[config.mk]
export PLATFORM = sky130hd
export DESIGN_NAME = cps_log_cell
export DESIGN_NICKNAME = d
export VERILOG_FILES = /design/src/rtl/core/cps_pkg.sv /design/src/rtl/core/cps_log_cell.sv
export SDC_FILE = /design/constraint.sdc
export NUM_CORES = 2
export LEC_CHECK = 0
export ABC_CLOCK_PERIOD_IN_PS = 8780
export BUFFER_PORTS_ARGS = -buffer_cell sky130_fd_sc_hd__clkbuf_2
export CORE_MARGIN = 4
export CORE_UTILIZATION = 40
export CTS_BUF_LIST = sky130_fd_sc_hd__clkbuf_4
export CTS_CLUSTER_SIZE = 40
export DETAILED_ROUTE_END_ITERATION = 16
export PLACE_DENSITY = 0.65
export SETUP_SLACK_MARGIN = 0.2
export SLEW_MARGIN = 20
export SYNTH_ARGS = -nofsm -noshare
export SYNTH_HDL_FRONTEND = slang
export SYNTH_SLANG_ARGS = --single-unit
[constraint.sdc]
create_clock -name clk -period 8.78 [get_ports clk]
set_clock_uncertainty 0.2 [all_clocks]
set_input_delay 0.878 -clock clk [delete_from_list [all_inputs] [get_ports clk]]
set_output_delay 0.878 -clock clk [all_outputs]
set_load 0.005 [all_outputs]
[src/rtl/core/cps_pkg.sv]
// Package for the soil water retention block: shared control struct,
// register indexes, fixed widths and the exp2 root table function.
// No dependencies.
package cps_pkg;

  typedef struct packed {
    logic v;
    logic inv;
  } cps_ctl_t;

  typedef logic [1:0] cps_cfg_idx_t;

  localparam cps_cfg_idx_t CFG_THETA_S = 2'd0;
  localparam cps_cfg_idx_t CFG_PSI_SAT = 2'd1;
  localparam cps_cfg_idx_t CFG_K_SAT   = 2'd2;
  localparam cps_cfg_idx_t CFG_B_EXP   = 2'd3;

  // integer part of the psi exponent, and ceiling of the k exponent
  localparam int NW = 10;
  localparam int QW = 13;

  localparam logic [32:0] RATIO_MIN = 33'd4295;

  // 2^(2^-idx) in Q1.31, by repeated integer square roots
  function automatic logic [63:0] cps_exp_rom(input int idx);
    logic [63:0] t;
    logic [63:0] v;
    logic [63:0] res;
    logic [63:0] bw;
    t = 64'h1_0000_0000;
    for (int i = 1; i <= idx; i++) begin
      v   = t << 31;
      res = '0;
      bw  = 64'h4000_0000_0000_0000;
      for (int k = 0; k < 32; k++) begin
        if (v >= res + bw) begin
          v   = v - (res + bw);
          res = (res >> 1) + bw;
        end else begin
          res = res >> 1;
        end
        bw = bw >> 2;
      end
      t = res;
    end
    return t;
  endfunction

endpackage

[src/rtl/core/cps_log_cell.sv]
// One squaring step of the log2 mantissa: yields one fraction bit.
// Depends on cps_pkg.
module cps_log_cell import cps_pkg::*; #(
  parameter int FW = 16
) (
  input  logic          clk,
  input  logic          rst_n,
  input  logic          en,
  input  cps_ctl_t      ctl_i,
  input  logic [31:0]   m_i,
  input  logic [FW-1:0] frac_i,
  input  logic [5:0]    ip_i,
  output cps_ctl_t      ctl_o,
  output logic [31:0]   m_o,
  output logic [FW-1:0] frac_o,
  output logic [5:0]    ip_o
);

  cps_ctl_t      ctl_r;
  logic [31:0]   m_r;
  logic [FW-1:0] frac_r;
  logic [5:0]    ip_r;
  logic [63:0]   sq;
  logic [32:0]   m2;
  logic [31:0]   m_nxt;

  always_comb begin
    sq    = {32'd0, m_i} * {32'd0, m_i};
    m2    = sq[63:31];
    m_nxt = m2[32] ? m2[32:1] : m2[31:0];
  end

  always_ff @(posedge clk) begin
    if (!rst_n) begin
      ctl_r <= '0;
    end else if (en) begin
      ctl_r <= ctl_i;
    end
  end

  always_ff @(posedge clk) begin
    if (en) begin
      m_r    <= m_nxt;
      frac_r <= {frac_i[FW-2:0], m2[32]};
      ip_r   <= ip_i;
    end
  end

  assign ctl_o  = ctl_r;
  assign m_o    = m_r;
  assign frac_o = frac_r;
  assign ip_o   = ip_r;

endmodule

# After elaboration in Yosys (flattened, before gate mapping)
# Cells that the tools add are included.
# classes
n_mul	1
n_mux	1
# op_table
operator	n
$mul A32 B32 Y64	1
$mux W31	1
# totals
regBits	56
output_inout_bits	56

# Logic depth before layout (Yosys ltp)
# logic_depth
depth_word	2
mapped_depth	32

# Worst setup path after synthesis
# Ideal clock, no wire load.
# synth_path
path_type	input port to flip-flop
from	in m_i[26]
to	reg m_r[26], in the netlist m_o[26] (data pin)
setup_time_ns	0.260
t_arrival_ns	7.794
required_time_ns	8.320
setup_slack_ns	0.526
cell_stages	27
cell_sequence	clkbuf_1 > clkbuf_1 > nand2_1 > fa_1 > fa_1 > inv_1 > fa_1 > inv_1 > fa_1 > inv_1 > fa_1 > fa_1 > fa_1 > inv_1 > fa_1 > inv_1 > ha_1 > buf_2 > inv_1 > o31a_1 > a211oi_1 > nor2b_1 > or3_1 > o211ai_2 > a21boi_2 > xnor2_1 > mux2_2
# synth_between
elab_chain_cells	2
# synth_rtl
element	line	text
start, declared	cps_log_cell.sv:10	input logic [31:0] m_i,
$mul A32 B32 Y64	cps_log_cell.sv:28	sq = {32'd0, m_i} * {32'd0, m_i};
$mux W31	cps_log_cell.sv:30	m_nxt = m2[32] ? m2[32:1] : m2[31:0];
named net m_nxt[26]	cps_log_cell.sv:25	logic [31:0] m_nxt;
end signal, assigned	cps_log_cell.sv:43	m_r <= m_nxt;
end, declared	cps_log_cell.sv:20	logic [31:0] m_r;
# The timed path passes the listed nets, and every way through them passes these cells.
# A chain may end at the register's enable or synchronous reset.

# Final worst setup path
# layout_path
from	in m_i[17]
to	reg m_r[17], in the netlist m_o[17] (data pin)
# Same word-level chain as after synthesis.

==> results.cfg <==
[synthesis]
synthTopCellsByArea = fa_1 (50%), ha_1 (12%), inv_1 (12%), edfxtp_1 (5.2%), and2_1 (4.6%)
yosysWarnings = 0
synth_largest_area_cell = fa_1
muxShareOfSynthArea = 0.00987
synth_most_common_cell = inv_1
avgSynthCellArea_sq_um = 9.53
synth_top_family_by_area = adder cells
synth-edff-count = 54
ys_seq_elements = 56
synth-xor-area-share = 0.0217
synth_commonest_cells = inv_1 (977), fa_1 (791), nand2_1 (304), ha_1 (300), and2_1 (232)
syn_nets = 4449
synth_cell_types = 68
synth-seq-area-share = 0.0528
synth_fa_ha_area_frac = 0.623
synthSimpleGateAreaFrac = 0.109
dominantRegCellSynth = edfxtp_1
synth.top_cell.area_share = 0.503
synthArstFlopShare = 0
synthCells = 3299
syn-cell-area_sq_um = 31500
synth_compound_area_frac = 0.0506

[cells_and_area]
drive_gt1_frac = 0.0891
final_nets = 4582
diodes = 0
fill_cells = 7556
syn_to_final_growth_pct = 8.67

[route]
wirelength_microns = 76100
drtPass1Iterations = 5
vias_per_cell = 4.88
dr.first_iter.drc_count = 1058
vias = 21826
antenna_left = 0
wl_per_cell_microns = 17.0
drc = 0

[timing]
fmax_ghz = 0.120
setup_violations = 0
rsz0062_at_grt = true
final.setup.tns_ps = 0
slew_viol_final = 0
fin_hold_ws_ps = 336
tightest_slew_ps = 714
slew_headroom = 0.524
period_needed_ps = 8350
hold_viol = 0
period_share = 0.951

[clocking]
htreeDepth = 2
cts_hold_buf = 0
postCtsSetupBuffers = 0
cts_buffers = 5
cts_tree = yes
clock_latency_ps = 380
clk_path_buf_depth = 2
cts.clk_slew.worst_paths_ps = 160
cts.sinks = 56
cts_root_buf = clkbuf_4
cts_resized = 0

[die]
start_util = 0.405
fp.dieArea_sq_um = 83200
core_area_sq_um = 77700
dieWidth_microns = 288
fp.dieH_microns = 288
ios = 115
num_rows = 102

[place]
finalWeightedCongestion = 0.915
dpl.hpwl_microns = 67900
port_buffers = 113

[global_route]
grt_pass1_vias = 24588
grt_max_degree = 57
antenna_found_initial = 1
grt_usage = 0.193
grt-ovfl-total = 0
grt_first_pass_wirelength_microns = 127000

[worst_setup_path]
path_max_fanout = 14
worstPathArrival_ps = 8300
crit_path_end_kind = flop
crit_required_ps = 8740
startpoint_type = input pin
worstSetupPathType = input pin to flop
reg2reg_slack_ps = 7970

[run]
drv_cap = 0

[run_status]
status = complete, no violations

[hold_path]
hold_class = flop to flop
registers in the layout, indices dropped and copies added, names as in the netlist:
| name | flops |
|---|---|
| ip_o | 6 |
| m_o | 32 |
| ctl_o | 2 |
| frac_o | 16 |
metal layers:
layer / track usage / routed length [microns] / share of wire
met2: 0.360 / 40700 / 0.54
met3: 0.0157 / 2970 / 0.039
met5: 0 / 0 / 0
met4: 0.0446 / 2090 / 0.027
met1: 0.242 / 30300 / 0.40
worst paths after layout:
kind	start	to	cells past startpoint
hold / removal	ctl_o[1]	ctl_o[1]	2
setup reg to reg	ctl_o[0]	ctl_o[0]	2
setup / recovery	m_i[17]	m_o[17]	26
hold reg to reg	ctl_o[1]	ctl_o[1]	2
per-stage QoR:
stage                util  worst slack, ps  instance area, sq um  cells
floorplan               -              526                 31500   3299
detailed placement  0.438            -73.0                 34100   4465
global placement    0.438             -116                 34100   4465
finish              0.440              433                 34200   4473
CTS                 0.439              339                 34100   4473
global route        0.440              183                 34200   4473
critical path: stages:
cell      delay [ps]
clkbuf_2         290
buf_4            270
inv_1             70
nor2_1            60
fa_1             590
inv_1             80
fa_1             530
inv_1             50
fa_1             520
fa_1             580
fa_1             440
fa_1             430
fa_1             530
inv_1             60
fa_1             470
inv_1             40
ha_1             380
nand4_1          220
nor3_1           230
a22oi_1          180
a31o_2           290
a21o_1           210
o31ai_1          340
xor2_1           160
and2_1           180
a41o_1           200
cell families (layout without fill, tap and decap cells):
kind of cell	count (synthesis)	count (layout)
AO/OA/AOI/OAI	242	242
AND/OR/NAND/NOR	700	700
buffers and inverters	1103	1237
adder cells (fa/ha/maj)	1091	1091
multiplexers	29	29
XOR/XNOR	78	78
flip-flops	56	56
final cells by class:
cell class,count,area [sq um],share of cell area
multi-input cells,2140,25600,0.750
inverters,979,3680,0.108
repair buffers,250,1820,0.0532
flip-flops and latches,56,1660,0.0486
well taps,1040,1300,0.0381
clock inverters,3,46.3,0.00135
clock buffers,5,37.5,0.00110
layout by cell type, fill, tap and decap left out, types with 4 or more instances in the layout:
cell type  synthesis  final
mux2i_1           13     13
o21ai_1            7      6
xnor2_1           37     37
nor3_1            14     14
o31ai_1            4      4
inv_1            977    977
o21bai_1          17     17
mux2_2            16     16
fa_1             791    791
or3_1              6      6
and2_1           232    232
a41oi_1            4      4
a31oi_1           12     12
edfxtp_1          54     54
a31o_2            11     11
o211ai_1           4      4
a211oi_1           6      6
and3_1            13     13
buf_12             0     18
clkbuf_4           0      5
xor2_1            41     41
nand4_1           15     15
or2_2              6      6
nand2_1          304    304
nand3_1           19     19
ha_1             300    300
a21oi_1           77     77
clkbuf_2           0    112
o21ai_0           36     36
o21a_1             7      7
nor2_1            70     70
buf_4              1    119
a21o_1            26     26
nor2b_1            9      9
Power is left out: the tool's default activity adds up to more than one toggle a clock period on the data nets, which glitch-free logic cannot reach.
