## config.mk

```make
export PLATFORM = sky130hd
export DESIGN_NAME = cps_exp_cell
export DESIGN_NICKNAME = d
export VERILOG_FILES = /design/src/rtl/core/cps_pkg.sv /design/src/rtl/core/cps_exp_cell.sv
export SDC_FILE = /design/constraint.sdc
export NUM_CORES = 2
export LEC_CHECK = 0
export ABC_AREA = 1
export BUFFER_PORTS_ARGS = -buffer_cell sky130_fd_sc_hd__buf_2
export CAP_MARGIN = 10
export CORE_MARGIN = 2
export CORE_UTILIZATION = 49
export CTS_CLUSTER_DIAMETER = 150
export DETAILED_ROUTE_END_ITERATION = 10
export PLACE_DENSITY = 0.75
export SYNTH_ARGS = -nofsm -noshare
export SYNTH_HDL_FRONTEND = slang
export SYNTH_SLANG_ARGS = --single-unit
export TNS_END_PERCENT = 10
```

## constraint.sdc

```tcl
create_clock -name clk -period 8.8 [get_ports clk]
set_input_delay 1.32 -clock clk [delete_from_list [all_inputs] [get_ports clk]]
set_output_delay 1.32 -clock clk [all_outputs]
set_load 0.005 [all_outputs]
```

## src/rtl/core/cps_pkg.sv

```systemverilog
// Package for the soil water retention block: shared control struct,
// register indexes, fixed widths and the exp2 root table function.
// No dependencies.
package cps_pkg;

  typedef struct packed {
    logic v;
    logic inv;
  } cps_ctl_t;

  typedef logic [1:0] cps_cfg_idx_t;

  localparam cps_cfg_idx_t CFG_THETA_S = 2'd0;
  localparam cps_cfg_idx_t CFG_PSI_SAT = 2'd1;
  localparam cps_cfg_idx_t CFG_K_SAT   = 2'd2;
  localparam cps_cfg_idx_t CFG_B_EXP   = 2'd3;

  // integer part of the psi exponent, and ceiling of the k exponent
  localparam int NW = 10;
  localparam int QW = 13;

  localparam logic [32:0] RATIO_MIN = 33'd4295;

  // 2^(2^-idx) in Q1.31, by repeated integer square roots
  function automatic logic [63:0] cps_exp_rom(input int idx);
    logic [63:0] t;
    logic [63:0] v;
    logic [63:0] res;
    logic [63:0] bw;
    t = 64'h1_0000_0000;
    for (int i = 1; i <= idx; i++) begin
      v   = t << 31;
      res = '0;
      bw  = 64'h4000_0000_0000_0000;
      for (int k = 0; k < 32; k++) begin
        if (v >= res + bw) begin
          v   = v - (res + bw);
          res = (res >> 1) + bw;
        end else begin
          res = res >> 1;
        end
        bw = bw >> 2;
      end
      t = res;
    end
    return t;
  endfunction

endpackage

```

## src/rtl/core/cps_exp_cell.sv

```systemverilog
// One exp2 step for both powers: multiplies by 2^(2^-IDX) when that bit is set.
// Depends on cps_pkg (root table, widths).
module cps_exp_cell import cps_pkg::*; #(
  parameter int FW  = 16,
  parameter int IDX = 1
) (
  input  logic          clk,
  input  logic          rst_n,
  input  logic          en,
  input  cps_ctl_t      ctl_i,
  input  logic [31:0]   ap_i,
  input  logic [31:0]   ak_i,
  input  logic [FW-1:0] fp_i,
  input  logic [FW-1:0] fk_i,
  input  logic [NW-1:0] n_i,
  input  logic [QW-1:0] q_i,
  output cps_ctl_t      ctl_o,
  output logic [31:0]   ap_o,
  output logic [31:0]   ak_o,
  output logic [FW-1:0] fp_o,
  output logic [FW-1:0] fk_o,
  output logic [NW-1:0] n_o,
  output logic [QW-1:0] q_o
);

  localparam logic [63:0] TROM = cps_exp_rom(IDX);
  localparam logic [31:0] TV   = TROM[31:0];

  cps_ctl_t      ctl_r;
  logic [31:0]   ap_r;
  logic [31:0]   ak_r;
  logic [FW-1:0] fp_r;
  logic [FW-1:0] fk_r;
  logic [NW-1:0] n_r;
  logic [QW-1:0] q_r;
  logic [63:0]   pp;
  logic [63:0]   pk;

  always_comb begin
    pp = {32'd0, ap_i} * {32'd0, TV};
    pk = {32'd0, ak_i} * {32'd0, TV};
  end

  always_ff @(posedge clk) begin
    if (!rst_n) begin
      ctl_r <= '0;
    end else if (en) begin
      ctl_r <= ctl_i;
    end
  end

  always_ff @(posedge clk) begin
    if (en) begin
      ap_r <= fp_i[FW-IDX] ? pp[62:31] : ap_i;
      ak_r <= fk_i[FW-IDX] ? pk[62:31] : ak_i;
      fp_r <= fp_i;
      fk_r <= fk_i;
      n_r  <= n_i;
      q_r  <= q_i;
    end
  end

  assign ctl_o = ctl_r;
  assign ap_o  = ap_r;
  assign ak_o  = ak_r;
  assign fp_o  = fp_r;
  assign fk_o  = fk_r;
  assign n_o   = n_r;
  assign q_o   = q_r;

endmodule

```

## After elaboration in Yosys (flattened, before gate mapping)

Cells that the tools add are included.

- Input port bits: 124
- Output and inout port bits: 121
- Register bits after elaboration: 121

- Mux-type cells: 2
- Multipliers: 2

Operator list:

| cell | number |
|---|---|
| $mul A32 B32 Y63 const B | 2 |
| $mux W32 | 2 |

## Logic depth before layout (Yosys ltp)

- Depth after elaboration: 2
- Gate-level depth with buffers: 28
- Depth with buffers taken out: 28

## Worst setup path before layout

OpenSTA, ideal clock, no wires.

- Kind: input to register
- From: input port ap_i[21]
- To: register ap_r[29], in the netlist ap_o[29], data pin
- Slack: 1.970 ns
- Setup time: 0.254 ns
- Stages on the path: 25
- Data arrival time: 6.577 ns
- Cells stage by stage: ha_1 -> fa_1 -> inv_1 -> fa_1 -> inv_1 -> fa_1 -> inv_1 -> fa_1 -> inv_1 -> fa_1 -> fa_1 -> inv_1 -> fa_1 -> inv_1 -> ha_1 -> nand2_1 -> inv_1 -> a21oi_1 -> nand2_1 -> nand2_1 -> nand2_1 -> a21oi_1 -> nand3_1 -> nand3_1 -> nand2_1

- Word-level cells in the longest chain between the ends: 2

Ends and longest elaborated chain:

| item | RTL line | source |
|---|---|---|
| from (decl) | cps_exp_cell.sv:11 | `input logic [31:0] ap_i,` |
| $mul A32 B32 Y63 | cps_exp_cell.sv:40 | `pp = {32'd0, ap_i} * {32'd0, TV};` |
| $mux W32 | cps_exp_cell.sv:54 | `ap_r <= fp_i[FW-IDX] ? pp[62:31] : ap_i;` |
| to (signal assigned) | cps_exp_cell.sv:54 |  |
| to (decl) | cps_exp_cell.sv:30 | `logic [31:0] ap_r;` |

No other way between the ends.
A chain may end at the register's enable or synchronous reset.

## Worst setup path in the final report

- From: input port ap_i[9]
- To: register ap_r[9], in the netlist ap_o[9], data pin

- Word-level cells in the longest chain between the ends: 2

Ends and longest elaborated chain:

| item | RTL line |
|---|---|
| $mul A32 B32 Y63 | cps_exp_cell.sv:40 |
| $mux W32 (*) | cps_exp_cell.sv:54 |

Every way passes the cells marked *; elsewhere a longest branch is shown, timed or not.

==> results_dict.tcl <==
set metrics [dict create \
    run_status "complete, no violations" \
    buffer_ports.inserted 244 \
    hold_buffer_count_at_cts 0 \
    critical_path.endpoint_type "flip-flop" \
    first_global_vias 36400 \
    dominantRegCellSynth "sky130_fd_sc_hd__edfxtp_1" \
    netlist_top_cells_area "sky130_fd_sc_hd__fa_1, sky130_fd_sc_hd__ha_1, sky130_fd_sc_hd__inv_1" \
    cts-htree-levels 4 \
    grt_setup_unrepaired "no" \
    detail_route.vias_per_cell 5.12 \
    firstDrtPassIters 6 \
    max_cap_viol_count 0 \
    antenna_left 0 \
    die-height_um 303 \
    cts_tree "yes" \
    cp_data_required_time_ns 9.01 \
    post_cts_resized 0 \
    synth_edf_count 119 \
    worstPathArrival_ns 7.75 \
    startpoint_type "input port" \
    register_area_um2 3610 \
    final_cell_area_um2 47000 \
    synth.avg_cell_area_um2 8.32 \
    max_freq_mhz 133 \
    crit_path_max_fanout 15 \
    route.detailed.wl_per_inst_um 19.0 \
    timing.setup.tns_ns 0 \
    track_usage_pct 28.8 \
    final-setup-viol-count 0 \
    drtIter0Drc 2463 \
    synth.yosys.warnings 0 \
    ys_seq_area_share_pct 8.28 \
    clk-insertion-delay-late_ns 0.49 \
    cts.sink_count 121 \
    final_slew_viol_count 0 \
    floorplan.die_area_um2 91500 \
    grt_start_max_net_pins 81 \
    multi_input_comb_area_um2 34100 \
    min-delay-start "ctl_o[1]$_SDFFE_PN0P_" \
    crit_type "in -> reg" \
    placementRows 109 \
    vias 34300 \
    num-nets-final 7223 \
    netlist_area_um2 43700 \
    gp_congestion 1.03 \
    coreArea_um2 88400 \
    period_needed_ns 7.54 \
    ys_ff_latch 121 \
    die_width_um 303 \
    cts_buffers 17 \
    crit_path_start "ap_i[9]" \
    synth_top_cell_by_area "sky130_fd_sc_hd__fa_1" \
    synth.top_cell.area_share_pct 33.2 \
    clkSlewWorstSetupHoldPaths_ns 0.08 \
    fin_crit_sh_pct 85.7 \
    place.detailed.hpwl_mm 109 \
    hold_path_class "reg -> reg" \
    ys_types 34 \
    cts_root_buffer "sky130_fd_sc_hd__clkbuf_16" \
    synthesis.instances 5251 \
    placement.cell_area_um2 46400 \
    gr-total-overflow 0 \
    skew_ns 0 \
    timing.max_slew.rel_slack_pct 37.0 \
    number_of_top_level_pins 245 \
    finalWirelength_mm 127 \
    hold_viol 0 \
    postSynthNetCount 6961 \
    antenna_found_initial 4 \
    worstMarginPinSlew_ns 0.945 \
    drive_above_1_share_pct 6.84 \
    clockBufferDepth 2 \
    area.growth.synth_to_final_pct 7.62 \
    floorplan.initialDensity_pct 49.4 \
    first_pass_grt_wire_length_mm 200 \
    async_flop_share_pct 0 \
    critical_path.reg2reg.startpoint "ctl_o[0]$_SDFFE_PN0P_" \
    cts.repair_timing.setup_buffer_count 0 \
    route.detailed.drc 0 \
    fill_cells 8206 \
]
==> path summary, 6_finish.rpt <==
kind | end | slack, ns | cells after the start
setup / recovery | ap_o[9]$_DFFE_PP_ | 1.26 | 23
hold / removal | ctl_o[1]$_SDFFE_PN0P_ | 0.52 | 2
setup reg to reg | ctl_o[0]$_SDFFE_PN0P_ | 8.18 | 2
hold reg to reg | ctl_o[1]$_SDFFE_PN0P_ | 0.52 | 2
==> area by class of cell <==
type / count / share of cell area [%]
Inverter: 1581 / 12.6
Sequential cell: 121 / 7.69
Clock inverter: 13 / 0.335
Multi-Input combinational cell: 3535 / 72.5
Tap cell: 1165 / 3.10
Clock buffer: 19 / 0.942
Timing Repair Buffer: 257 / 2.82
Antenna cell: 1 / 0.00532
==> cells by family (layout without fill, tap and decap cells) <==
logic type | after synthesis | count (layout) | synth area share (%)
compound gates | 194 | 194 | 2.60
buf+inv | 1595 | 1870 | 13.7
simple gates | 1674 | 1674 | 15.9
xor+xnor | 81 | 81 | 1.62
other cells | 0 | 1 | 0
flops | 121 | 121 | 8.28
fa+ha+maj | 1586 | 1586 | 57.9
==> registers in the layout, summed over array words and instances (netlist names) <==
| signal | flops |
|---|---|
| ak_o | 32 |
| ap_o | 32 |
| fk_o | 16 |
| fp_o | 16 |
| q_o | 13 |
| n_o | 10 |
| ctl_o | 2 |
==> layer usage <==
layer / up-vias / share of wire [%] / routed length, um / GRT usage, %
met5: - / 0.031 / 40 / 0
met4: 6 / 4.5 / 5740 / 11.5
met3: 316 / 8.6 / 10900 / 6.19
met2: 1297 / 46 / 58300 / 47.4
met1: 16500 / 41 / 52200 / 37.1
li1: 16200 / - / - / -
==> per-stage QoR <==
step           util, %  instances  hold slack (ns)  setup slack [ns]
2_1_floorplan        -       5251            0.487              1.97
3_3_place_gp      52.5       6659            0.484             0.913
3_5_place_dp      52.5       6659            0.515             0.919
4_1_cts           53.2       6691            0.530              1.44
5_1_grt           53.2       6691            0.552              1.06
6_report          53.2       6692            0.518              1.26
==> Yosys cell counts, drive strengths merged, types with 2 or more instances <==
library cell	n
inv	1580
nand2	1212
ha	861
fa	725
nor2	220
nand3	173
edfxtp	119
a21oi	101
xor2	66
o21ai	34
o21bai	30
a21o	26
nand4	25
xnor2	15
nand3b	14
nor3	12
clkbuf	10
and2	6
nor4	6
and3	4
buf	4
a21boi	3
dfxtp	2
or2	2
==> worst max-delay path: stages <==
cell and delay, ns:
sky130_fd_sc_hd__buf_2 0.46, sky130_fd_sc_hd__ha_1 0.39, sky130_fd_sc_hd__xnor2_1 0.44, sky130_fd_sc_hd__o21ai_0 0.21, sky130_fd_sc_hd__fa_1 0.52, sky130_fd_sc_hd__inv_1 0.05, sky130_fd_sc_hd__fa_1 0.50, sky130_fd_sc_hd__inv_1 0.06
sky130_fd_sc_hd__fa_1 0.48, sky130_fd_sc_hd__fa_1 0.59, sky130_fd_sc_hd__fa_1 0.44, sky130_fd_sc_hd__fa_1 0.46, sky130_fd_sc_hd__ha_1 0.32, sky130_fd_sc_hd__nand2_1 0.13, sky130_fd_sc_hd__inv_1 0.05, sky130_fd_sc_hd__nand2_1 0.06
sky130_fd_sc_hd__nand2_1 0.09, sky130_fd_sc_hd__a21oi_1 0.38, sky130_fd_sc_hd__nand3_1 0.24, sky130_fd_sc_hd__nand2_1 0.13, sky130_fd_sc_hd__nand3b_1 0.08, sky130_fd_sc_hd__nand3_1 0.19, sky130_fd_sc_hd__o21ai_0 0.17
==> cell usage in the layout (no fill, tap or decap), drive strengths merged, types with 26 or more instances in the layout <==
cell       n
fa       725
a21o      26
inv     1587
buf      257
nand2   1212
o21ai     34
o21bai    30
xor2      66
nand3    173
a21oi    101
nor2     220
ha       861
edfxtp   119
Power is left out: the tool's default activity adds up to more than one toggle a clock period on the data nets, which glitch-free logic cannot reach.
