File: config.mk
export PLATFORM = sky130hd
export DESIGN_NAME = cps_div_cell
export DESIGN_NICKNAME = d
export VERILOG_FILES = /design/src/rtl/core/cps_pkg.sv /design/src/rtl/core/cps_div_cell.sv
export SDC_FILE = /design/constraint.sdc
export NUM_CORES = 1
export LEC_CHECK = 0
export ABC_AREA = 1
export BUFFER_PORTS_ARGS = -buffer_cell sky130_fd_sc_hd__buf_4
export CORE_ASPECT_RATIO = 0.8
export CORE_UTILIZATION = 50
export DETAILED_ROUTE_END_ITERATION = 12
export PLACE_DENSITY = 0.83
export SYNTH_ARGS = -nofsm -noshare
export SYNTH_HDL_FRONTEND = slang
export SYNTH_SLANG_ARGS = --single-unit
File: constraint.sdc
create_clock -name clk -period 3.98 [get_ports clk]
set_input_delay 0.796 -clock clk [delete_from_list [all_inputs] [get_ports clk]]
set_output_delay 0.796 -clock clk [all_outputs]
set_load 0.01 [all_outputs]
File: src/rtl/core/cps_pkg.sv
// Package for the soil water retention block: shared control struct,
// register indexes, fixed widths and the exp2 root table function.
// No dependencies.
package cps_pkg;

  typedef struct packed {
    logic v;
    logic inv;
  } cps_ctl_t;

  typedef logic [1:0] cps_cfg_idx_t;

  localparam cps_cfg_idx_t CFG_THETA_S = 2'd0;
  localparam cps_cfg_idx_t CFG_PSI_SAT = 2'd1;
  localparam cps_cfg_idx_t CFG_K_SAT   = 2'd2;
  localparam cps_cfg_idx_t CFG_B_EXP   = 2'd3;

  // integer part of the psi exponent, and ceiling of the k exponent
  localparam int NW = 10;
  localparam int QW = 13;

  localparam logic [32:0] RATIO_MIN = 33'd4295;

  // 2^(2^-idx) in Q1.31, by repeated integer square roots
  function automatic logic [63:0] cps_exp_rom(input int idx);
    logic [63:0] t;
    logic [63:0] v;
    logic [63:0] res;
    logic [63:0] bw;
    t = 64'h1_0000_0000;
    for (int i = 1; i <= idx; i++) begin
      v   = t << 31;
      res = '0;
      bw  = 64'h4000_0000_0000_0000;
      for (int k = 0; k < 32; k++) begin
        if (v >= res + bw) begin
          v   = v - (res + bw);
          res = (res >> 1) + bw;
        end else begin
          res = res >> 1;
        end
        bw = bw >> 2;
      end
      t = res;
    end
    return t;
  endfunction

endpackage

File: src/rtl/core/cps_div_cell.sv
// One restoring division step: produces one quotient bit of theta/theta_s.
// Depends on cps_pkg.
module cps_div_cell import cps_pkg::*; (
  input  logic        clk,
  input  logic        rst_n,
  input  logic        en,
  input  logic [15:0] ts,
  input  cps_ctl_t    ctl_i,
  input  logic        hi_i,
  input  logic [15:0] rem_i,
  input  logic [31:0] q_i,
  output cps_ctl_t    ctl_o,
  output logic        hi_o,
  output logic [15:0] rem_o,
  output logic [31:0] q_o
);

  cps_ctl_t    ctl_r;
  logic        hi_r;
  logic [15:0] rem_r;
  logic [31:0] q_r;
  logic [16:0] rem2;
  logic [16:0] diff;
  logic        ge;
  logic [15:0] rem_nxt;

  always_comb begin
    rem2    = {rem_i, 1'b0};
    diff    = rem2 - {1'b0, ts};
    ge      = rem2 >= {1'b0, ts};
    rem_nxt = ge ? diff[15:0] : rem2[15:0];
  end

  always_ff @(posedge clk) begin
    if (!rst_n) begin
      ctl_r <= '0;
    end else if (en) begin
      ctl_r <= ctl_i;
    end
  end

  always_ff @(posedge clk) begin
    if (en) begin
      hi_r  <= hi_i;
      rem_r <= rem_nxt;
      q_r   <= {q_i[30:0], ge};
    end
  end

  assign ctl_o = ctl_r;
  assign hi_o  = hi_r;
  assign rem_o = rem_r;
  assign q_o   = q_r;

endmodule

=== Word-level counts from Yosys, hierarchy flattened ===
Cells that the tools add are included.

* Mux-type cells: 1
* Bitwise operators: 0
* Add/subtract/negate cells: 1
* Shift-type cells: 0
* Divide/modulo/power cells: 0
* Magnitude comparators: 1
* Reductions and logical operators: 0
* Multiply operators: 0
* Equality and inequality tests: 0

{| class="wikitable"
|+ Operators by type and width
! operator !! count
|-
| $ge 17x16->1 || 1
|-
| $mux 16 || 1
|-
| $sub 16x16->16 || 1
|}

* Latch bits: 0
* Word-level logic and storage cells: 9
* RAM bits: 0
* Input port bits: 70
* Memories: 0
* Output and inout port bits: 51
* ROM bits: 0
* Bits in registers: 51

=== Longest topological paths before layout ===
Gate-level depths: netlist (run 1).

* Word-level depth: 2
* Mapped depth: 15
* Depth with buffers taken out: 13

=== Worst setup path after synthesis (run 1) ===
Ideal clock, no wire load.

* Path type: input to register
* Start: input ts[2]
* End: register rem_r[13] (netlist: rem_o[13]) (data pin)
* Data arrival time: 2015 ps
* Setup time: 253 ps
* Setup slack: 1712 ps
* Buffers on the path: 2
* Stages: 13
* Data required time: 3727 ps
* Cells stage by stage: inv_1 -> ha_1 -> buf_2 -> nand2_1 -> nor2_2 -> nand3_2 -> nand3_2 -> nand2_2 -> nand2_4 -> inv_4 -> buf_6 -> nand2_2 -> nand2_1

* Cells in the longest elaborated chain, start to end: 2
* Elaborated cells on any way between the ends: 3
* Those cells by class: 1 x add/sub; 1 x order compare; 1 x mux

{| class="wikitable"
|+ RTL lines
! item !! line !! RTL
|-
| start, declared || cps_div_cell.sv:7 || <nowiki>input logic [15:0] ts,</nowiki>
|-
| $sub 16x16->16 / $ge 17x16->1 (equally long branches) || cps_div_cell.sv:29, cps_div_cell.sv:30 ||
|-
| $mux 16 * || cps_div_cell.sv:31 || <nowiki>rem_nxt = ge ? diff[15:0] : rem2[15:0];</nowiki>
|-
| named net rem_nxt[13] || cps_div_cell.sv:25 || <nowiki>logic [15:0] rem_nxt;</nowiki>
|-
| end signal, assigned || cps_div_cell.sv:45 || <nowiki>rem_r <= rem_nxt;</nowiki>
|-
| end, declared || cps_div_cell.sv:20 || <nowiki>logic [15:0] rem_r;</nowiki>
|}

Mark *: on every way through the listed nets, which the timed path passes. The rest lies on a longest branch.
A chain may end at the register's enable or synchronous reset.

=== Final worst setup path (run 1) ===
* Start: input rem_i[8]
* End: register rem_r[13] (netlist: rem_o[13]) (data pin)

* Cells in the longest elaborated chain, start to end: 2
* Elaborated cells on any way between the ends: 3
* Those cells by class: 1 x add/sub; 1 x order compare; 1 x mux

{| class="wikitable"
|+ RTL lines
! item !! line !! RTL
|-
| start, declared || cps_div_cell.sv:10 || <nowiki>input logic [15:0] rem_i,</nowiki>
|-
| $sub 16x16->16 / $ge 17x16->1 (equally long branches) || cps_div_cell.sv:29, cps_div_cell.sv:30 ||
|-
| $mux 16 * || cps_div_cell.sv:31 ||
|-
| named net rem_nxt[13] || cps_div_cell.sv:25 ||
|}

Marks and branches as above.

==> summary.md, run 1 <==
| Metric | Value |
|---|---|
| Io pins | `121` |
| Number of global-route vias before repair | `2243` |
| # fillers | `465` |
| Ratio of cells with drive above 1 in the final layout | `33.7%` |
| Slew at the pin closest to its max-slew limit | `0.624 ns` |
| Yosys Warn Count | `0` |
| Die W | `86.7 um` |
| Post-cts hold buffer count | `0` |
| PwrDens | `343 nW/um^2` |
| WL/cell | `12.4 um` |
| Port bufs | `119` |
| Total Routed Length | `6450 um` |
| Crit Path Category | `in2reg` |
| Avg Cell Area, Syn | `9.01 um^2` |
| F_max | `434 MHz` |
| Clock root cell | `clkbuf_8` |
| Syn Nets | `405` |
| Hold Path Depth | `2` |
| M1 GR Usage | `25.3%` |
| CTS tree | `built` |
| GP Congestion | `0.871` |
| Crit. End Element | `register` |
| Worst-Skew Late Latency | `0.31 ns` |
| Die Ht | `69.7 um` |
| Slew Viols, Final | `0` |
| Post-synthesis sequential area ratio | `52.7%` |
| CTS Buf Count | `5` |
| Site Rows | `24` |
| H-tree levels | `2` |
| Hold path endpoint | `ctl_o[1]` |
| Status | `finished clean` |
| GRT overflow | `0` |
| Post-CTS resize count | `0` |
| Vias | `2469` |
| Mapped Cells | `318` |
| GRT Total Usage | `21.4%` |
| Post-DRT Antenna Nets | `0` |
| Number of distinct library cells after synthesis | `25` |
| Critical Path AT | `2.37 ns` |
| Reg2Reg Depth | `2` |
| Leakage | `0.00200 uW` |
| Number of remaining DRC errors | `0` |
| Initial DRC count | `88` |
| R2r startpoint | `ctl_o[0]` |
| Number of synthesized register bits | `51` |
| Grt met3 use | `4.05%` |
| N_diodes | `0` |
| Final period demand of the worst path | `2.31 ns` |
| Core area | `5500 um^2` |
| Worst Hold Class | `reg2reg` |
| R2r setup slk | `3.29 ns` |
| Nets | `528` |
| Critical path cell sequence | `buf_4 -> ha_1 -> nand2_1 -> nor2_2 -> nand2_1 -> nor3_2 -> nor2_2 -> nand2_4 -> inv_4 -> nand2_2 -> nand2_1` |
| Initial antenna violation count | `0` |
| DP Worst Slack | `1.36 ns` |
| Endpoints failing hold | `0` |
| Max IR drop VDD | `162 uV` |
| Total die area | `6040 um^2` |
| Starting Density | `52.2%` |
| DRT Pass-1 Iters | `4` |
| Slowest cell on crit path | `ha_1` |
| Hold Path Origin | `ctl_o[1]` |
| Most common cell on crit path | `nand2_1` |
| Final period util | `57.9%` |
| Critical Path Fanout Max | `18` |
| Critical Path Max Stage Delay | `0.37 ns` |
| Synthesized cell area | `2870 um^2` |
| Vias per cell | `4.75` |
| Post CTS Setup Buffer Count | `0` |
| Most Crowded Layer GR | `met2` |
| RSZ-0062 raised after global routing | `false` |
| M2 GR Usage | `39.6%` |
| Sink Count | `51` |
| First-pass GRT wire length | `9980 um` |
| Max-cap viol count | `0` |
| Worst flop-to-flop path endpoint | `ctl_o[0]` |
| Largest net degree at the start of global routing | `53` |
| Worst EP required | `4.05 ns` |
| Tot Pwr | `1350 uW` |
| Clock transition at path regs | `0.10 ns` |
| Layout Skew | `0 ns` |
| Setup TNS | `0 ns` |
| Relative slew margins | `58.4%` |
| Setup violators final | `0` |
| Hpwl dp | `5100 um` |
| Layout area overhead | `37.0%` |
| Setup ws final | `1.67 ns` |
| CP Launch Type | `primary input` |
| Clock tree buffer depth | `2` |
[critical path, delay by kind of cell]
kind | cells | cell delay [ns]
adder cells (fa/ha/maj) | 1 | 0.37
AND/OR/NAND/NOR | 8 | 0.93
buffers and inverters | 2 | 0.26
[power by group]
group / total [uW] / internal [uW] / switching, uW / leakage [uW]
sequential: 667 / 653 / 14.1 / 0.000496
clock: 317 / 129 / 188 / 0.0000463
combinational: 365 / 172 / 193 / 0.00146
total: 1350 / 954 / 394 / 0.00200
[routing by layer]
layer / part of all wire (%) / vias to the layer above
li1: - / 1251
met1: 42 / 1115
met2: 50 / 96
met3: 6.8 / 7
met4: 0.82 / 0
met5: 0 / -
[layout by cell type, fill, tap and decap left out, types with 5 or more instances in the layout]
master and instances:
buf_4 119, nand2_1 106, inv_1 56, edfxtp_1 49, nand3_1 16, ha_1 16, nor2_1 13, nand2_2 11
a21oi_1 10, nor2_2 6, nand4_1 5, xor2_1 5, clkbuf_8 5
[state kept, by name (all words and copies together) (netlist names)]
name,flops
ctl_o,2
rem_o,16
q_o,32
hi_o,1
[synthesized netlist by cell type, drive strengths merged]
cell    instances  area, um^2
nand3          18         100
nand2         118         478
and2            4        25.0
buf             3        27.5
xnor2           2        17.5
edfxtp         49        1470
nor2           19        86.3
fa              1        20.0
o21ai           3        15.0
inv            57         216
dfxtp           2        40.0
nand4           5        31.3
xor2            5        43.8
nand3b          3        22.5
nor3            2        15.0
ha             16         200
a21oi          10        50.1
or2             1        6.26
[worst max-delay path by stage]
stage,startpoint,end,depth (start not counted)
CTS,rem_i[8],rem_o[13],11
floorplan,ts[2],rem_o[13],13
detailed placement,rem_i[8],rem_o[9],11
global route,ts[9],rem_o[9],12
global placement,rem_i[8],rem_o[9],11
finish,rem_i[8],rem_o[13],11
[cells by family (layout without fill, tap and decap cells)]
kind of cell | Yosys count | count (layout) | synth area share, %
xor+xnor | 7 | 7 | 2.14
flops | 51 | 51 | 52.7
compound gates | 13 | 13 | 2.27
simple gates | 170 | 170 | 26.7
buf+inv | 60 | 184 | 8.51
fa+ha+maj | 17 | 17 | 7.68
[area by class of cell]
cell class / count / area [um^2] / share of cell area (%)
Sequential cell: 51 / 1510 / 38.5
Multi-Input combinational cell: 207 / 1110 / 28.3
Tap cell: 78 / 97.6 / 2.49
Clock inverter: 3 / 27.5 / 0.701
Timing Repair Buffer: 119 / 893 / 22.8
Clock buffer: 5 / 68.8 / 1.75
Inverter: 57 / 216 / 5.51
[metrics by stage]
stage               utilization, %  instance area, um^2  hold slack, ns  std cells
floorplan                        -                 2870           0.533        318
global placement              69.7                 3830           0.483        512
detailed placement            69.7                 3830           0.491        512
CTS                           71.4                 3930           0.517        520
global route                  71.4                 3930           0.567        520
finish                        71.4                 3930           0.517        520
(Power assumes the default switching activity.)
==> inputs of run 2 (changes only) <==
--- a/config.mk
+++ b/config.mk
@@ -8,9 +8,9 @@
 export ABC_AREA = 1
 export BUFFER_PORTS_ARGS = -buffer_cell sky130_fd_sc_hd__buf_4
 export CORE_ASPECT_RATIO = 0.8
-export CORE_UTILIZATION = 50
+export CORE_UTILIZATION = 43
 export DETAILED_ROUTE_END_ITERATION = 12
-export PLACE_DENSITY = 0.83
+export PLACE_DENSITY = 0.76
 export SYNTH_ARGS = -nofsm -noshare
 export SYNTH_HDL_FRONTEND = slang
 export SYNTH_SLANG_ARGS = --single-unit
==> constraint.sdc (replaced) <==
create_clock -name clk -period 2 [get_ports clk]
set_input_delay 0.4 -clock clk [delete_from_list [all_inputs] [get_ports clk]]
set_output_delay 0.4 -clock clk [all_outputs]
set_load 0.01 [all_outputs]
==> summary.md, run 2 (synthesized netlist as in run 1, its figures left out) <==
| Metric | Value |
|---|---|
| Critical Path Fanout Max | `6 (-12)` |
| Number of remaining DRC errors | `0 (unchanged)` |
| Clock root cell | `clkbuf_8` |
| Initial antenna violation count | `0 (unchanged)` |
| DRT Pass-1 Iters | `4 (unchanged)` |
| PwrDens | `713 nW/um^2 (+110%)` |
| Nets | `565 (+7.0%)` |
| CTS Buf Count | `5 (unchanged)` |
| Hold path endpoint | `q_o[16]` |
| DP Cell Count | `555 (+8.4%)` |
| Worst flop-to-flop path endpoint | `ctl_o[0]` |
| Post-DRT Antenna Nets | `0 (unchanged)` |
| Status | `finished clean` |
| Most frequent cells in the layout | `buf_4 (156), nand2_1 (106), inv_1 (56)` |
| R2r setup slk | `1.28 ns (-2.01 ns)` |
| Hold Path Depth | `1 (-1)` |
| R2r startpoint | `ctl_o[0]` |
| Critical Path AT | `1.93 ns (-0.44 ns)` |
| Post-CTS resize count | `0 (unchanged)` |
| Hold Path Origin | `q_i[15]` |
| Worst EP required | `2.08 ns (-1.97 ns)` |
| FF+latch area | `1510 um^2 (unchanged)` |
| Layout area overhead | `48.5%` |
| Vias per cell | `4.58 (-3.5%)` |
| Initial DRC count | `144 (+64%)` |
| Io pins | `121 (unchanged)` |
| Starting Density | `44.7% (-7.4 points)` |
| Largest net degree at the start of global routing | `53 (unchanged)` |
| # fillers | `534 (+15%)` |
| Clock transition at path regs | `0.11 ns (about the same)` |
| Commonest non-fill, non-tap cell in the layout | `buf_4` |
| Core area | `6410 um^2 (+17%)` |
| Number of global-route vias before repair | `2370 (+5.7%)` |
| RSZ-0062 raised after global routing | `false` |
| Worst Hold Class | `in2reg` |
| Final period util | `92.8%` |
| Total die area | `7000 um^2 (+16%)` |
| H-tree levels | `2 (unchanged)` |
| Post CTS Setup Buffer Count | `0 (unchanged)` |
| Sink Count | `51 (unchanged)` |
| Total Routed Length | `6970 um (+8.0%)` |
| GRT Total Usage | `20.2% (-1.1 points)` |
| Site Rows | `26 (+8.3%)` |
| N_diodes | `0 (unchanged)` |
| Die W | `93.3 um (+7.7%)` |
| WL/cell | `12.4 um (-0.28%)` |
| Area of the multi-input gates | `1110 um^2 (unchanged)` |
| Layout Skew | `0 ns (unchanged)` |
| Setup TNS | `0 ns (unchanged)` |
| First-pass GRT wire length | `10700 um (+7.1%)` |
| Final period demand of the worst path | `1.86 ns` |
| Final hold slack | `0.260 ns (-0.258 ns)` |
| Post-cts hold buffer count | `0 (unchanged)` |
| CP Launch Type | `primary input` |
| GRT overflow | `0 (unchanged)` |
| Crit. End Element | `register` |
| Setup violators final | `0 (unchanged)` |
| Leakage | `0.00220 uW (+10%)` |
| Slew at the pin closest to its max-slew limit | `0.640 ns (+0.0164 ns)` |
| Max IR drop VDD | `341 uV (+110%)` |
| Worst-Skew Late Latency | `0.30 ns (about the same)` |
| Reg2Reg Depth | `2 (unchanged)` |
| Final cell count without fillers | `563 (+8.3%)` |
| Vias | `2580 (+4.5%)` |
| Clock tree buffer depth | `2 (unchanged)` |
| GP Congestion | `0.864 (-0.87%)` |
| Largest register FFs | `32 (unchanged)` |
| Max-cap viol count | `0 (unchanged)` |
| Hpwl dp | `5610 um (+9.8%)` |
| Ratio of cells with drive above 1 in the final layout | `38.8% (+5.1 points)` |
| CTS tree | `built` |
| F_max | `539 MHz` |
| Die Ht | `75.0 um (+7.6%)` |
| Relative slew margins | `57.3% (-1.1 points)` |
| Crit Path Category | `in2reg` |
| Endpoints failing hold | `0 (unchanged)` |
| Slew Viols, Final | `0 (unchanged)` |
| Port bufs | `119 (unchanged)` |
-- run 2: cell count changes in the layout (fill, tap and decap cells not counted), sizes merged --
cell,previous run,this run
buf,119,156
clkinvlp,1,0
clkinv,1,0
bufinv,0,2
-- run 2: final cells by class --
| type | instances | area share [%] |
|---|---|---|
| flip-flops and latches | 51 | 35.5 |
| repair buffers | 156 | 27.5 |
| multi-input cells | 207 | 26.1 |
| inverters | 57 | 5.09 |
| well taps | 84 | 2.47 |
| clock inverters | 3 | 1.68 |
| clock buffers | 5 | 1.62 |
-- run 2: where the power goes --
group	switching [uW]	internal [uW]
Clock	368	508
Combinational	406	421
Sequential	29.6	1300
Total	804	2230
-- run 2: worst max-delay path by stage --
| stage | from | end | slack (ns) | cells after the start |
|---|---|---|---|---|
| final | ts[7] | rem_o[11] | 0.14 | 14 |
| after global routing | ts[7] | rem_o[11] | 0.05 | 14 |
| after CTS | ts[7] | rem_o[1] | 0.16 | 13 |
| after detailed placement | ts[7] | rem_o[11] | -0.18 | 14 |
| after global placement | ts[12] | rem_o[9] | -0.10 | 14 |
| after floorplan | ts[2] | rem_o[13] | 0.13 | 13 |
-- run 2: through the flow --
step	instance area, um^2	utilization, %	setup slack [ns]	total power [uW]
global placement	4120	64.2	-0.102	2160
floorplan	2870	-	0.128	1730
detailed placement	4120	64.2	-0.183	2180
finish	4260	66.4	0.145	3030
CTS	4260	66.4	0.155	3060
global route	4260	66.4	0.0476	3200
-- run 2: layer usage --
metal | part of all wire [%] | up-vias | GRT usage (%)
met1 | 43 | 1130 | 25.6
met5 | 0 | - | 0
met2 | 48 | 103 | 35.5
li1 | - | 1337 | -
met4 | 1.1 | 0 | 5.30
met3 | 8.6 | 10 | 4.65
-- run 2: critical path, cell delays in order --
cell and delay [ns]:
buf_4 0.08, inv_1 0.04, ha_1 0.35, nand2_1 0.16, inv_1 0.07, nand2_1 0.08
nand2_1 0.08, inv_1 0.10, nand3_2 0.10, nand2_2 0.09, nand2_4 0.08, buf_4 0.17
nand3_1 0.08, nand2_1 0.06
==> inputs of run 3 (changes only) <==
--- a/config.mk
+++ b/config.mk
@@ -10,7 +10,7 @@
 export CORE_ASPECT_RATIO = 0.8
 export CORE_UTILIZATION = 43
 export DETAILED_ROUTE_END_ITERATION = 12
-export PLACE_DENSITY = 0.76
+export PLACE_DENSITY_LB_ADDON = 0.25
 export SYNTH_ARGS = -nofsm -noshare
 export SYNTH_HDL_FRONTEND = slang
 export SYNTH_SLANG_ARGS = --single-unit
==> summary.md, run 3 (synthesized netlist as in run 1, its figures left out) <==
| Metric | Value |
|---|---|
| DP Area | `4130 um^2 (+0.43%)` |
| Total Routed Length | `6960 um (about the same)` |
| Site Rows | `26 (unchanged)` |
| Post-CTS resize count | `0 (unchanged)` |
| Final instance area | `4220 um^2 (-0.79%)` |
| Final cell count without fillers | `562 (-0.18%)` |
| Layout area overhead | `47.3%` |
| Status | `finished clean` |
| First-pass GRT wire length | `10300 um (-3.2%)` |
| Max IR drop VDD | `324 uV (-5.2%)` |
| Worst Hold Class | `in2reg` |
| R2r startpoint | `ctl_o[0]` |
| Worst-Skew Late Latency | `0.31 ns (about the same)` |
| Critical Path Max Stage Delay | `0.36 ns (about the same)` |
| Most frequent cells in the layout | `buf_4 (153), nand2_1 (106), inv_1 (56)` |
| Crit. End Element | `register` |
| Setup ws final | `0.212 ns (+0.0670 ns)` |
| Number of remaining DRC errors | `0 (unchanged)` |
| Setup violators final | `0 (unchanged)` |
| Largest register FFs | `32 (unchanged)` |
| Post CTS Setup Buffer Count | `0 (unchanged)` |
| Critical Path Fanout Max | `8 (+2)` |
| Final period demand of the worst path | `1.79 ns (-0.0670 ns)` |
| RSZ-0062 raised after global routing | `false` |
| Number of global-route vias before repair | `2203 (-7.0%)` |
| Starting Density | `44.7% (unchanged)` |
| Initial antenna violation count | `0 (unchanged)` |
| Hpwl dp | `5580 um (-0.40%)` |
| Clock root cell | `clkbuf_8` |
| Initial DRC count | `98 (-32%)` |
| Critical path cell sequence | `buf_4 -> inv_1 -> ha_1 -> nand2_1 -> nand2_1 -> a21oi_1 -> nand2_1 -> nor2_2 -> nand2_4 -> buf_12 -> nand3_1 -> nand2_1` |
| Start point of the critical path | `ts[14]` |
| DP Worst Slack | `-0.123 ns (+0.0597 ns)` |
| Tot Pwr | `2770 uW (-8.7%)` |
| CP Launch Type | `primary input` |
| Slew at the pin closest to its max-slew limit | `0.313 ns (-0.327 ns)` |
| Relative slew margins | `79.1% (+22 points)` |
| GP Congestion | `0.875 (+1.3%)` |
| Hold Path Origin | `q_i[17]` |
| H-tree levels | `2 (unchanged)` |
| Port bufs | `119 (unchanged)` |
| Slew Viols, Final | `0 (unchanged)` |
| Endpoints failing hold | `0 (unchanged)` |
| Setup TNS | `0 ns (unchanged)` |
| # fillers | `524 (-1.9%)` |
| Largest net degree at the start of global routing | `33 (-38%)` |
| Vias | `2541 (-1.5%)` |
| Leakage | `0.00218 uW (-1.1%)` |
| Most common cell on crit path | `nand2_1` |
| Crit Path Category | `in2reg` |
| Final period util | `89.4% (-3.3 points)` |
| Clock transition at path regs | `0.10 ns (about the same)` |
| CTS Buf Count | `5 (unchanged)` |
| Critical Path AT | `1.86 ns (-0.07 ns)` |
| WL/cell | `12.4 um (+0.12%)` |
| Post-DRT Antenna Nets | `0 (unchanged)` |
| DRT Pass-1 Iters | `4 (unchanged)` |
| CTS tree | `built` |
| N_diodes | `0 (unchanged)` |
| Core area | `6410 um^2 (unchanged)` |
| Slowest cell on crit path | `ha_1` |
| Die W | `93.3 um (unchanged)` |
| Nets | `564 (-0.18%)` |
| F_max | `559 MHz (+3.7%)` |
| Post-cts hold buffer count | `0 (unchanged)` |
| FF+latch area | `1510 um^2 (unchanged)` |
| Area of the multi-input gates | `1110 um^2 (unchanged)` |
| Io pins | `121 (unchanged)` |
| Layout Skew | `0 ns (unchanged)` |
| Ratio of cells with drive above 1 in the final layout | `38.5% (-0.34 points)` |
| Vias per cell | `4.52 (-1.3%)` |
| Total die area | `7000 um^2 (unchanged)` |
| Die Ht | `75.0 um (unchanged)` |
| DP Cell Count | `554 (-0.18%)` |
| GRT overflow | `0 (unchanged)` |
| Commonest non-fill, non-tap cell in the layout | `buf_4` |
| Sink Count | `51 (unchanged)` |
| PwrDens | `656 nW/um^2 (-8.0%)` |
| Clock tree buffer depth | `2 (unchanged)` |
| GRT Total Usage | `19.9% (-0.35 points)` |
| Worst EP required | `2.07 ns (about the same)` |
| Max-cap viol count | `0 (unchanged)` |
==> run 3: cell types whose count changed in the layout (fill, tap and decap cells not counted), sizes merged <==
cell      change
buf           -1
inv           -1
clkinv        +2
clkinvlp      +1
bufinv        -2
==> run 3: layer usage <==
metal	global-route usage, %	wire length [um]	vias to the layer above
met2	32.8	3210	86
met4	6.67	81	0
met5	0	0	-
li1	-	-	1334
met3	3.84	528	8
met1	26.7	3140	1113
==> run 3: path summary, 6_finish.rpt <==
kind,end,slack (ns),cells after the start
max,rem_o[13],0.21,12
min,q_o[18],0.26,1
max reg2reg,ctl_o[0],1.37,2
min reg2reg,ctl_o[1],0.52,2
==> run 3: cell type report <==
class	count	area share, %
clock inverter	3	0.474
inverter	57	5.13
timing repair buffer	155	28.2
clock buffer	5	1.63
multi-input combinational	207	26.3
tap	84	2.49
sequential	51	35.8
==> run 3: power breakdown <==
group | internal (uW) | total [uW] | switching [uW] | leakage, uW
Sequential | 1300 | 1330 | 28.6 | 0.000496
Clock | 245 | 611 | 366 | 0.0000418
Combinational | 426 | 829 | 404 | 0.00164
Total | 1970 | 2770 | 798 | 0.00218
==> run 3: worst max-delay path, delay by kind of cell <==
family                     cells  cell delay, ns
and+or+nand+nor                7            0.67
adders and majority gates      1            0.36
buffers and inverters          3            0.26
AOI/OAI and AO/OA              1            0.16
==> run 3: stage by stage <==
step	hold WS [ns]	util (%)
after floorplan	0.499	-
after global placement	0.479	64.5
after detailed placement	0.499	64.5
after CTS	0.250	65.9
after global routing	0.244	65.9
final	0.256	65.9
